## src/sv/svalloc_pkg.sv

```systemverilog
package svalloc_pkg;

  // field widths
  localparam int FUNC_W    = 3;
  localparam int FREQ_W    = 21;
  localparam int VEL_W     = 8;
  localparam int VOICE_W   = 3;
  localparam int ACT_W     = 2;
  localparam int CNT_OUT_W = 4;
  localparam int AGE_W     = 32;
  localparam int TOL_W     = 8;

  // configuration port
  localparam int DATA_W = 32;
  localparam int ADDR_W = 3;

  // defaults and limits
  localparam int NUM_VOICES_DEF = 8;
  localparam int MAX_RESULTS    = 8;
  localparam logic [TOL_W-1:0] TOL_RESET = 8'd10;

  typedef logic [FUNC_W-1:0] func_t;
  typedef logic [ACT_W-1:0]  act_t;

  // command codes
  localparam func_t FUNC_NOTE_ON    = 3'd0;
  localparam func_t FUNC_NOTE_OFF   = 3'd1;
  localparam func_t FUNC_ALL_OFF    = 3'd2;
  localparam func_t FUNC_VOICE_DONE = 3'd3;
  localparam func_t FUNC_CLEAR      = 3'd4;

  // result action codes
  localparam act_t ACT_ACK     = 2'd0;
  localparam act_t ACT_START   = 2'd1;
  localparam act_t ACT_RELEASE = 2'd2;

  // register index, taken from paddr[2]
  localparam logic REG_MATCH_TOL = 1'b0;

endpackage

```

## src/sv/synth_voice_allocator_core.sv

```systemverilog
// channel   direction  transfer when            payload
// in_       input      in_valid & !in_stall     func, note_freq, note_velocity, done_voice
// out_      output     out_valid & !out_stall   action, voice, start_freq, start_velocity,
//                                               stolen, active_count, last
// cfg       apb        psel & penable & pwrite  match_tolerance at byte address 0
//
// one item at a time; each voice is read, then checked, through the single
// read port of the age/frequency RAM and one shared subtract/compare unit
// note_on stops at the lowest idle voice; note_off/all_off scan until MAX_RESULTS matches
// or the last voice; any state that loads the output register waits on out_stall
// the output register lets a new item enter while the last result still waits
// synchronous active-low reset, no clearing pass: the active bits gate every RAM read
module synth_voice_allocator_core #(
  parameter int NUM_VOICES = svalloc_pkg::NUM_VOICES_DEF
) (
  input  logic                               clk,
  input  logic                               rst_n,
  // input channel
  input  logic                               in_valid,
  output logic                               in_stall,
  input  logic [svalloc_pkg::FUNC_W-1:0]     in_func,
  input  logic [svalloc_pkg::FREQ_W-1:0]     in_note_freq,
  input  logic [svalloc_pkg::VEL_W-1:0]      in_note_velocity,
  input  logic [svalloc_pkg::VOICE_W-1:0]    in_done_voice,
  // result channel
  output logic                               out_valid,
  input  logic                               out_stall,
  output logic [svalloc_pkg::ACT_W-1:0]      out_action,
  output logic [svalloc_pkg::VOICE_W-1:0]    out_voice,
  output logic [svalloc_pkg::FREQ_W-1:0]     out_start_freq,
  output logic [svalloc_pkg::VEL_W-1:0]      out_start_velocity,
  output logic                               out_stolen,
  output logic [svalloc_pkg::CNT_OUT_W-1:0]  out_active_count,
  output logic                               out_last,
  // configuration port
  input  logic                               psel,
  input  logic                               penable,
  input  logic                               pwrite,
  input  logic [svalloc_pkg::ADDR_W-1:0]     paddr,
  input  logic [svalloc_pkg::DATA_W-1:0]     pwdata,
  output logic [svalloc_pkg::DATA_W-1:0]     prdata,
  output logic                               pready
);

  import svalloc_pkg::*;

  localparam int IDX_W   = (NUM_VOICES > 1) ? $clog2(NUM_VOICES) : 1;
  localparam int CNT_W   = $clog2(NUM_VOICES + 1);
  localparam int RES_W   = $clog2(MAX_RESULTS + 1);
  localparam int ENTRY_W = AGE_W + FREQ_W;

  typedef enum logic [2:0] {
    S_IDLE,
    S_SCAN_RD,
    S_SCAN_CHK,
    S_START,
    S_REL_END,
    S_SIMPLE
  } state_t;

  state_t               state_r;
  logic [TOL_W-1:0]     tol_r;
  logic [NUM_VOICES-1:0] active_r;
  logic [CNT_W-1:0]     cnt_r;
  logic [AGE_W-1:0]     stamp_r;

  // latched item
  func_t                func_r;
  logic [FREQ_W-1:0]    freq_r;
  logic [VEL_W-1:0]     vel_r;
  logic [VOICE_W-1:0]   dv_r;

  // scan bookkeeping
  logic [IDX_W-1:0]     idx_r;
  logic                 found_r;
  logic [IDX_W-1:0]     idle_idx_r;
  logic [AGE_W-1:0]     best_age_r;
  logic [IDX_W-1:0]     best_idx_r;
  logic                 pend_r;
  logic [IDX_W-1:0]     pend_voice_r;
  logic [RES_W-1:0]     nres_r;

  // output register
  logic                 out_valid_r;
  act_t                 out_action_r;
  logic [VOICE_W-1:0]   out_voice_r;
  logic [FREQ_W-1:0]    out_freq_r;
  logic [VEL_W-1:0]     out_vel_r;
  logic                 out_stolen_r;
  logic [CNT_OUT_W-1:0] out_cnt_r;
  logic                 out_last_r;

  // ram interface
  logic                 ram_wr_en;
  logic [IDX_W-1:0]     ram_wr_addr;
  logic [ENTRY_W-1:0]   ram_wr_data;
  logic                 ram_rd_en;
  logic [ENTRY_W-1:0]   ram_rd_data;

  // datapath
  logic                 out_free;
  logic                 out_load;
  logic                 idx_last;
  logic [AGE_W-1:0]     rd_age;
  logic [FREQ_W-1:0]    rd_freq;
  logic [FREQ_W-1:0]    freq_diff;
  logic                 rel_match;
  logic [RES_W-1:0]     nres_nxt;
  logic [AGE_W-1:0]     stamp_nxt;
  logic [IDX_W-1:0]     dv_idx;
  logic                 dv_hit;
  logic [CNT_W-1:0]     simple_cnt;

  // configuration register
  always_ff @(posedge clk) begin
    if (!rst_n) begin
      tol_r <= TOL_RESET;
    end else if (psel && penable && pwrite && pready && paddr[2] == REG_MATCH_TOL) begin
      tol_r <= pwdata[TOL_W-1:0];
    end
  end

  assign pready = 1'b1;
  assign prdata = (paddr[2] == REG_MATCH_TOL) ? DATA_W'(tol_r) : '0;

  // age and frequency of each voice
  svalloc_ram #(
    .WIDTH (ENTRY_W),
    .DEPTH (NUM_VOICES)
  ) u_voice_ram (
    .clk     (clk),
    .wr_en   (ram_wr_en),
    .wr_addr (ram_wr_addr),
    .wr_data (ram_wr_data),
    .rd_en   (ram_rd_en),
    .rd_addr (idx_r),
    .rd_data (ram_rd_data)
  );

  assign ram_rd_en   = (state_r == S_SCAN_RD);
  assign ram_wr_en   = (state_r == S_START) && out_free;
  assign ram_wr_addr = found_r ? idle_idx_r : best_idx_r;
  assign ram_wr_data = {stamp_nxt, freq_r};

  // shared compare unit for the scan
  assign out_free  = !out_valid_r || !out_stall;
  assign idx_last  = (idx_r == IDX_W'(NUM_VOICES - 1));
  assign rd_age    = ram_rd_data[ENTRY_W-1:FREQ_W];
  assign rd_freq   = ram_rd_data[FREQ_W-1:0];
  assign freq_diff = (rd_freq > freq_r) ? (rd_freq - freq_r) : (freq_r - rd_freq);
  assign rel_match = active_r[idx_r] &&
                     (func_r == FUNC_ALL_OFF || freq_diff < FREQ_W'(tol_r));
  assign nres_nxt  = nres_r + RES_W'(1);

  // the output register takes a new result this cycle
  assign out_load = out_free &&
                    ((state_r == S_START) || (state_r == S_REL_END) ||
                     (state_r == S_SIMPLE) ||
                     (state_r == S_SCAN_CHK && func_r != FUNC_NOTE_ON && rel_match && pend_r));

  // saturating age stamp
  assign stamp_nxt = (stamp_r == '1) ? stamp_r : stamp_r + AGE_W'(1);

  // voice_done target
  assign dv_idx = IDX_W'(dv_r);
  assign dv_hit = (32'(dv_r) < NUM_VOICES) && active_r[dv_idx];

  // active count after a voice_done or clear
  assign simple_cnt = (func_r == FUNC_CLEAR) ? '0 :
                      (func_r == FUNC_VOICE_DONE && dv_hit) ? cnt_r - CNT_W'(1) : cnt_r;

  // sequencer, state and output register
  always_ff @(posedge clk) begin
    if (!rst_n) begin
      state_r     <= S_IDLE;
      active_r    <= '0;
      cnt_r       <= '0;
      stamp_r     <= '0;
      out_valid_r <= 1'b0;
      found_r     <= 1'b0;
      pend_r      <= 1'b0;
      nres_r      <= '0;
      idx_r       <= '0;
    end else begin
      // new result loaded, or the waiting one taken
      if (out_load) begin
        out_valid_r <= 1'b1;
      end else if (out_valid_r && !out_stall) begin
        out_valid_r <= 1'b0;
      end

      unique case (state_r)
        S_IDLE: begin
          if (in_valid) begin
            func_r  <= in_func;
            freq_r  <= in_note_freq;
            vel_r   <= in_note_velocity;
            dv_r    <= in_done_voice;
            idx_r   <= '0;
            found_r <= 1'b0;
            pend_r  <= 1'b0;
            nres_r  <= '0;
            unique case (in_func)
              FUNC_NOTE_ON, FUNC_NOTE_OFF, FUNC_ALL_OFF: state_r <= S_SCAN_RD;
              default:                                   state_r <= S_SIMPLE;
            endcase
          end
        end

        S_SCAN_RD: begin
          state_r <= S_SCAN_CHK;
        end

        S_SCAN_CHK: begin
          if (func_r == FUNC_NOTE_ON) begin
            // lowest idle voice wins, else track the oldest stamp
            if (!active_r[idx_r]) begin
              found_r    <= 1'b1;
              idle_idx_r <= idx_r;
              state_r    <= S_START;
            end else begin
              if (idx_r == '0 || rd_age < best_age_r) begin
                best_age_r <= rd_age;
                best_idx_r <= idx_r;
              end
              if (idx_last) begin
                state_r <= S_START;
              end else begin
                idx_r   <= idx_r + IDX_W'(1);
                state_r <= S_SCAN_RD;
              end
            end
          end else if (!(rel_match && pend_r && !out_free)) begin
            // a new match flushes the held release, which is not the last
            if (rel_match) begin
              if (pend_r) begin
                out_action_r <= ACT_RELEASE;
                out_voice_r  <= VOICE_W'(pend_voice_r);
                out_freq_r   <= '0;
                out_vel_r    <= '0;
                out_stolen_r <= 1'b0;
                out_cnt_r    <= CNT_OUT_W'(cnt_r);
                out_last_r   <= 1'b0;
              end
              pend_r       <= 1'b1;
              pend_voice_r <= idx_r;
              nres_r       <= nres_nxt;
            end
            if ((rel_match && nres_nxt == RES_W'(MAX_RESULTS)) || idx_last) begin
              state_r <= S_REL_END;
            end else begin
              idx_r   <= idx_r + IDX_W'(1);
              state_r <= S_SCAN_RD;
            end
          end
        end

        S_START: begin
          if (out_free) begin
            stamp_r                  <= stamp_nxt;
            active_r[ram_wr_addr]    <= 1'b1;
            if (found_r) begin
              cnt_r <= cnt_r + CNT_W'(1);
            end
            out_action_r <= ACT_START;
            out_voice_r  <= VOICE_W'(ram_wr_addr);
            out_freq_r   <= freq_r;
            out_vel_r    <= vel_r;
            out_stolen_r <= !found_r;
            out_cnt_r    <= found_r ? CNT_OUT_W'(cnt_r + CNT_W'(1)) : CNT_OUT_W'(cnt_r);
            out_last_r   <= 1'b1;
            state_r      <= S_IDLE;
          end
        end

        S_REL_END: begin
          // held release, or an acknowledge when nothing matched
          if (out_free) begin
            out_action_r <= pend_r ? ACT_RELEASE : ACT_ACK;
            out_voice_r  <= pend_r ? VOICE_W'(pend_voice_r) : '0;
            out_freq_r   <= '0;
            out_vel_r    <= '0;
            out_stolen_r <= 1'b0;
            out_cnt_r    <= CNT_OUT_W'(cnt_r);
            out_last_r   <= 1'b1;
            state_r      <= S_IDLE;
          end
        end

        S_SIMPLE: begin
          if (out_free) begin
            out_action_r <= ACT_ACK;
            out_voice_r  <= (func_r == FUNC_VOICE_DONE) ? dv_r : '0;
            out_freq_r   <= '0;
            out_vel_r    <= '0;
            out_stolen_r <= 1'b0;
            out_cnt_r    <= CNT_OUT_W'(simple_cnt);
            out_last_r   <= 1'b1;
            cnt_r        <= simple_cnt;
            unique case (func_r)
              FUNC_VOICE_DONE: begin
                if (dv_hit) begin
                  active_r[dv_idx] <= 1'b0;
                end
              end
              FUNC_CLEAR: begin
                active_r <= '0;
                stamp_r  <= '0;
              end
              default: begin
              end
            endcase
            state_r <= S_IDLE;
          end
        end

        default: begin
          state_r <= S_IDLE;
        end
      endcase
    end
  end

  assign in_stall           = (state_r != S_IDLE);
  assign out_valid          = out_valid_r;
  assign out_action         = out_action_r;
  assign out_voice          = out_voice_r;
  assign out_start_freq     = out_freq_r;
  assign out_start_velocity = out_vel_r;
  assign out_stolen         = out_stolen_r;
  assign out_active_count   = out_cnt_r;
  assign out_last           = out_last_r;

endmodule

```

## src/sv/svalloc_ram.sv

```systemverilog
module svalloc_ram #(
  parameter int WIDTH = 8,
  parameter int DEPTH = 8,
  localparam int AW = (DEPTH > 1) ? $clog2(DEPTH) : 1
) (
  input  logic             clk,
  input  logic             wr_en,
  input  logic [AW-1:0]    wr_addr,
  input  logic [WIDTH-1:0] wr_data,
  input  logic             rd_en,
  input  logic [AW-1:0]    rd_addr,
  output logic [WIDTH-1:0] rd_data
);

  logic [WIDTH-1:0] mem [DEPTH];

  // one write port, one registered read port
  always_ff @(posedge clk) begin
    if (wr_en) begin
      mem[wr_addr] <= wr_data;
    end
    if (rd_en) begin
      rd_data <= mem[rd_addr];
    end
  end

endmodule

```

## config.mk

```make
export PLATFORM = sky130hd
export DESIGN_NAME = synth_voice_allocator_core
export DESIGN_NICKNAME = d
export VERILOG_FILES = /design/src/sv/svalloc_pkg.sv /design/src/sv/synth_voice_allocator_core.sv /design/src/sv/svalloc_ram.sv
export SDC_FILE = /design/constraint.sdc
export NUM_CORES = 1
export LEC_CHECK = 0
export BUFFER_PORTS_ARGS = -buffer_cell sky130_fd_sc_hd__buf_2
export CAP_MARGIN = 20
export CORE_AREA = 8 8 350 352
export CTS_BUF_LIST = sky130_fd_sc_hd__clkbuf_4 sky130_fd_sc_hd__clkbuf_8
export DETAILED_ROUTE_END_ITERATION = 16
export DIE_AREA = 0 0 358 360
export MAX_ROUTING_LAYER = met4
export SYNTH_ARGS = -nofsm -noshare
export SYNTH_HDL_FRONTEND = slang
export SYNTH_HIERARCHICAL = 1
export SYNTH_SLANG_ARGS = --single-unit
```

## constraint.sdc

```tcl
create_clock -name clk -period 8.4 [get_ports clk]
set_input_delay 0.84 -clock clk [delete_from_list [all_inputs] [get_ports clk]]
set_output_delay 0.84 -clock clk [all_outputs]
set_load 0.01 [all_outputs]
```

==> out/metrics.cfg <==
[setup_path]
worstPathMaxFanout=30
worst-endpoint-arrival_ps=7210
critical_path_depth=21
cp-start-kind=register
crit_end=out_start_freq[7]
crit_start=freq_r[3]
path_buf_inv=1
worst_r2r_path_depth=21
crit_family=compound AO/OA/AOI/OAI gates
ff2ff_setup_slack_ps=1510
critPathMaxStageDelay_ps=820
path_class=reg2reg
worstPathCellList=inv_1, ha_1, and3_1, o21ai_1, a21oi_1, nor2_1, o21ai_2, nand3b_1, o31a_1, xor2_1, ha_1, a21o_1, a21oi_1, o21ai_0, a21o_1, a211oi_1, and3b_1, o211ai_1, o21ai_2, a31oi_4, nor2_4
crit_path_end_kind=register
timing.rr.end=out_start_freq[7]
r2r_start=freq_r[3]
cp_slowest_cell=nor2_4
crit_required_ps=8720

[routing]
remaining_drc_errors=0
wl_mm=64.8
antenna_left=0
vias_per_cell=4.39
first_pass_iters=5
vias=16100
dr.first_iter.drc_count=1253
wire_per_inst_um=17.7

[timing]
relSlewSlack=0.297
fin_crit_sh=0.820
fmax_ghz=0.145
tns_ps=0
fin_crit_ps=6890
worst_pin_slew_ps=1050
timing.hold.ws_ps=307
clock_skew_ps=41.7
setup_viol=0
hold_viol=0
drv_slew=0
rsz0062_at_grt=no

[power]
vdd.ir_drop.worst_v=0.000144
powerDensity_nw_per_um2=216
p_leak_nw=11.0
total_power_mw=7.23

[global_route]
use_met2=0.157
grt_max_degree=54
grt_overflow=0
antenna_found_initial=4
use_met1=0.131
grt_pass1_vias=16500
grt_pass1_wl_mm=98.9
met3_usage=0.0176
grt_usage=0.100
grt_busiest_layer=met2

[synth]
syn_area_um2=28900
synth_most_common_cell=edfxtp_1
synth_area_leaders=edfxtp_1, mux4_2, dfxtp_1, ha_1, mux2_2
synthMuxAreaShare=0.112
yosys_register_bits=658
synth_common_cells=edfxtp_1, mux4_2, nand2_1
synth_top_cell_by_area=edfxtp_1
synth-warning-count=6
synth_top_family_by_area=multiplexers
synth_ff_type=edfxtp_1
syn_inst=1891
async_reset_ff_frac=0
synth.avg_cell_area_um2=15.3
yosys.area.top_type_share=0.616
synth_fa_ha_area_frac=0.0395
synth_cell_types=73
synth-xor-area-share=0.0188
synth_compound_area_frac=0.0652
synthSimpleGateAreaFrac=0.0676
synth_seq_area_share=0.661
synth_edf_count=593

[cells_and_area]
final_core_util=0.286
nets=2204
final_area_um2=33400
area_growth_pct=15.7
layout-drive-gt1-share=0.238
fillers=11800

[cts]
holdBufCountCts=0
postCtsSetupBuffers=0
path_clk_slew_ps=70
post_cts_resized=0
cts_sinks=658
htree_levels=3
clk_latency_ps=720
cts_buffer_depth=3
cts_root_buf=clkbuf_8
cts_made_buffers=106
cts_tree=built

[worst_hold_path]
hold_class=in2reg
hold_start=in_done_voice[2]

[status]
status=completed

[die]
num_rows=126
dieArea_um2=129000
die_x_um=358
ios=152
coreArea_um2=117000
start_util=0.247
die_y_um=360

[place]
portBuffers=100
placed_area_um2=31100
gp_congestion=0.839
dpl.hpwl_mm=39.8

[flow_run]
drv_cap=0

-- where the power goes --
group	switching [mW]	internal, mW
registers	0.0551	3.63
logic	0.336	0.210
clock network	1.28	1.73
total	1.67	5.56
-- registers in the layout, indices dropped and copies added (netlist names), 2 cells and up --
register             count
freq_r                  21
nres_r                   4
out_active_count         4
cnt_r                    4
u_voice_ram/mem        424
func_r                   3
best_age_r              32
out_action               2
stamp_r                 32
out_start_freq          21
u_voice_ram/rd_data     53
vel_r                    8
out_voice                3
tol_r                    8
out_start_velocity       8
state_r                  3
best_idx_r               3
idle_idx_r               3
pend_voice_r             3
idx_r                    3
dv_idx                   3
active_r                 8
-- metal layers --
layer,vias up,share of wire
met3,93,0.051
met4,0,0.024
met2,452,0.47
li1,7489,-
met5,-,0
met1,8064,0.46
-- worst min-delay path by stage --
| stage | end | slack (ps) | cells past startpoint |
|---|---|---|---|
| after floorplan | best_age_r[0] | 420 | 0 |
| after global placement | best_age_r[0] | 430 | 0 |
| after detailed placement | best_age_r[5] | 440 | 0 |
| after CTS | freq_r[19] | 230 | 1 |
| after global routing | freq_r[19] | 250 | 1 |
| final | dv_idx[2] | 310 | 1 |
-- layout make-up --
class / count / area [um^2] / area share
Antenna cell: 4 / 10.0 / 0.000299
Clock buffer: 150 / 1870 / 0.0560
Clock inverter: 51 / 494 / 0.0148
Inverter: 101 / 379 / 0.0113
Multi-Input combinational cell: 1043 / 8930 / 0.267
Sequential cell: 658 / 19100 / 0.572
Tap cell: 1536 / 1920 / 0.0575
Timing Repair Buffer: 127 / 703 / 0.0210
-- cell usage in the layout, fill, tap and decap left out, types with 7 or more instances in the layout --
cell type	synthesis	layout
o21bai_1	8	8
and3_1	18	17
ha_1	88	88
inv_1	100	100
clkbuf_4	0	31
nor2_4	0	7
clkinv_2	0	20
nor2_1	101	94
nor4_1	7	7
nand2_1	104	104
a22oi_1	25	25
a31oi_1	13	13
nand3_1	42	42
xnor2_1	35	35
o21a_1	7	7
clkinv_1	0	16
mux2_2	55	55
buf_2	25	100
a21oi_1	73	73
buf_4	25	27
xor2_1	27	27
a21o_1	23	23
clkbuf_8	0	119
dfxtp_1	65	62
mux4_2	110	110
edfxtp_1	593	593
mux2i_1	14	14
nor2b_1	38	38
o211ai_1	13	13
nand2b_1	13	13
conb_1	2	25
nand4_1	24	24
a21boi_0	20	20
o21ai_0	61	61
nor3_1	19	17
bufinv_16	0	9
-- through the flow --
step / setup WS, ps / std cells
2_1_floorplan: 2360 / 1914
3_3_place_gp: 1510 / 3465
3_5_place_dp: 1550 / 3465
4_1_cts: 1510 / 3666
5_1_grt: 1140 / 3670
6_report: 1510 / 3670
-- kinds of logic (layout without fill, tap and decap cells) --
kind of cell               count (synthesis)  count (layout)
xor gates and xnor gates                  62              62
and+or+nand+nor                          397             397
muxes                                    179             179
other                                      2              29
AOI/OAI and AO/OA                        290             290
adders and majority gates                 90              90
buffers and inverters                    213             429
DFF                                      658             658
-- worst register-to-register path: cells and delay by family (launching register included) --
kind | cells | cell delay [ps]
xor+xnor | 1 | 150
fa+ha+maj | 2 | 790
compound gates | 12 | 3310
simple gates | 5 | 1530
flops | 1 | 560
buf+inv | 1 | 120
(Power assumes the default switching activity.)
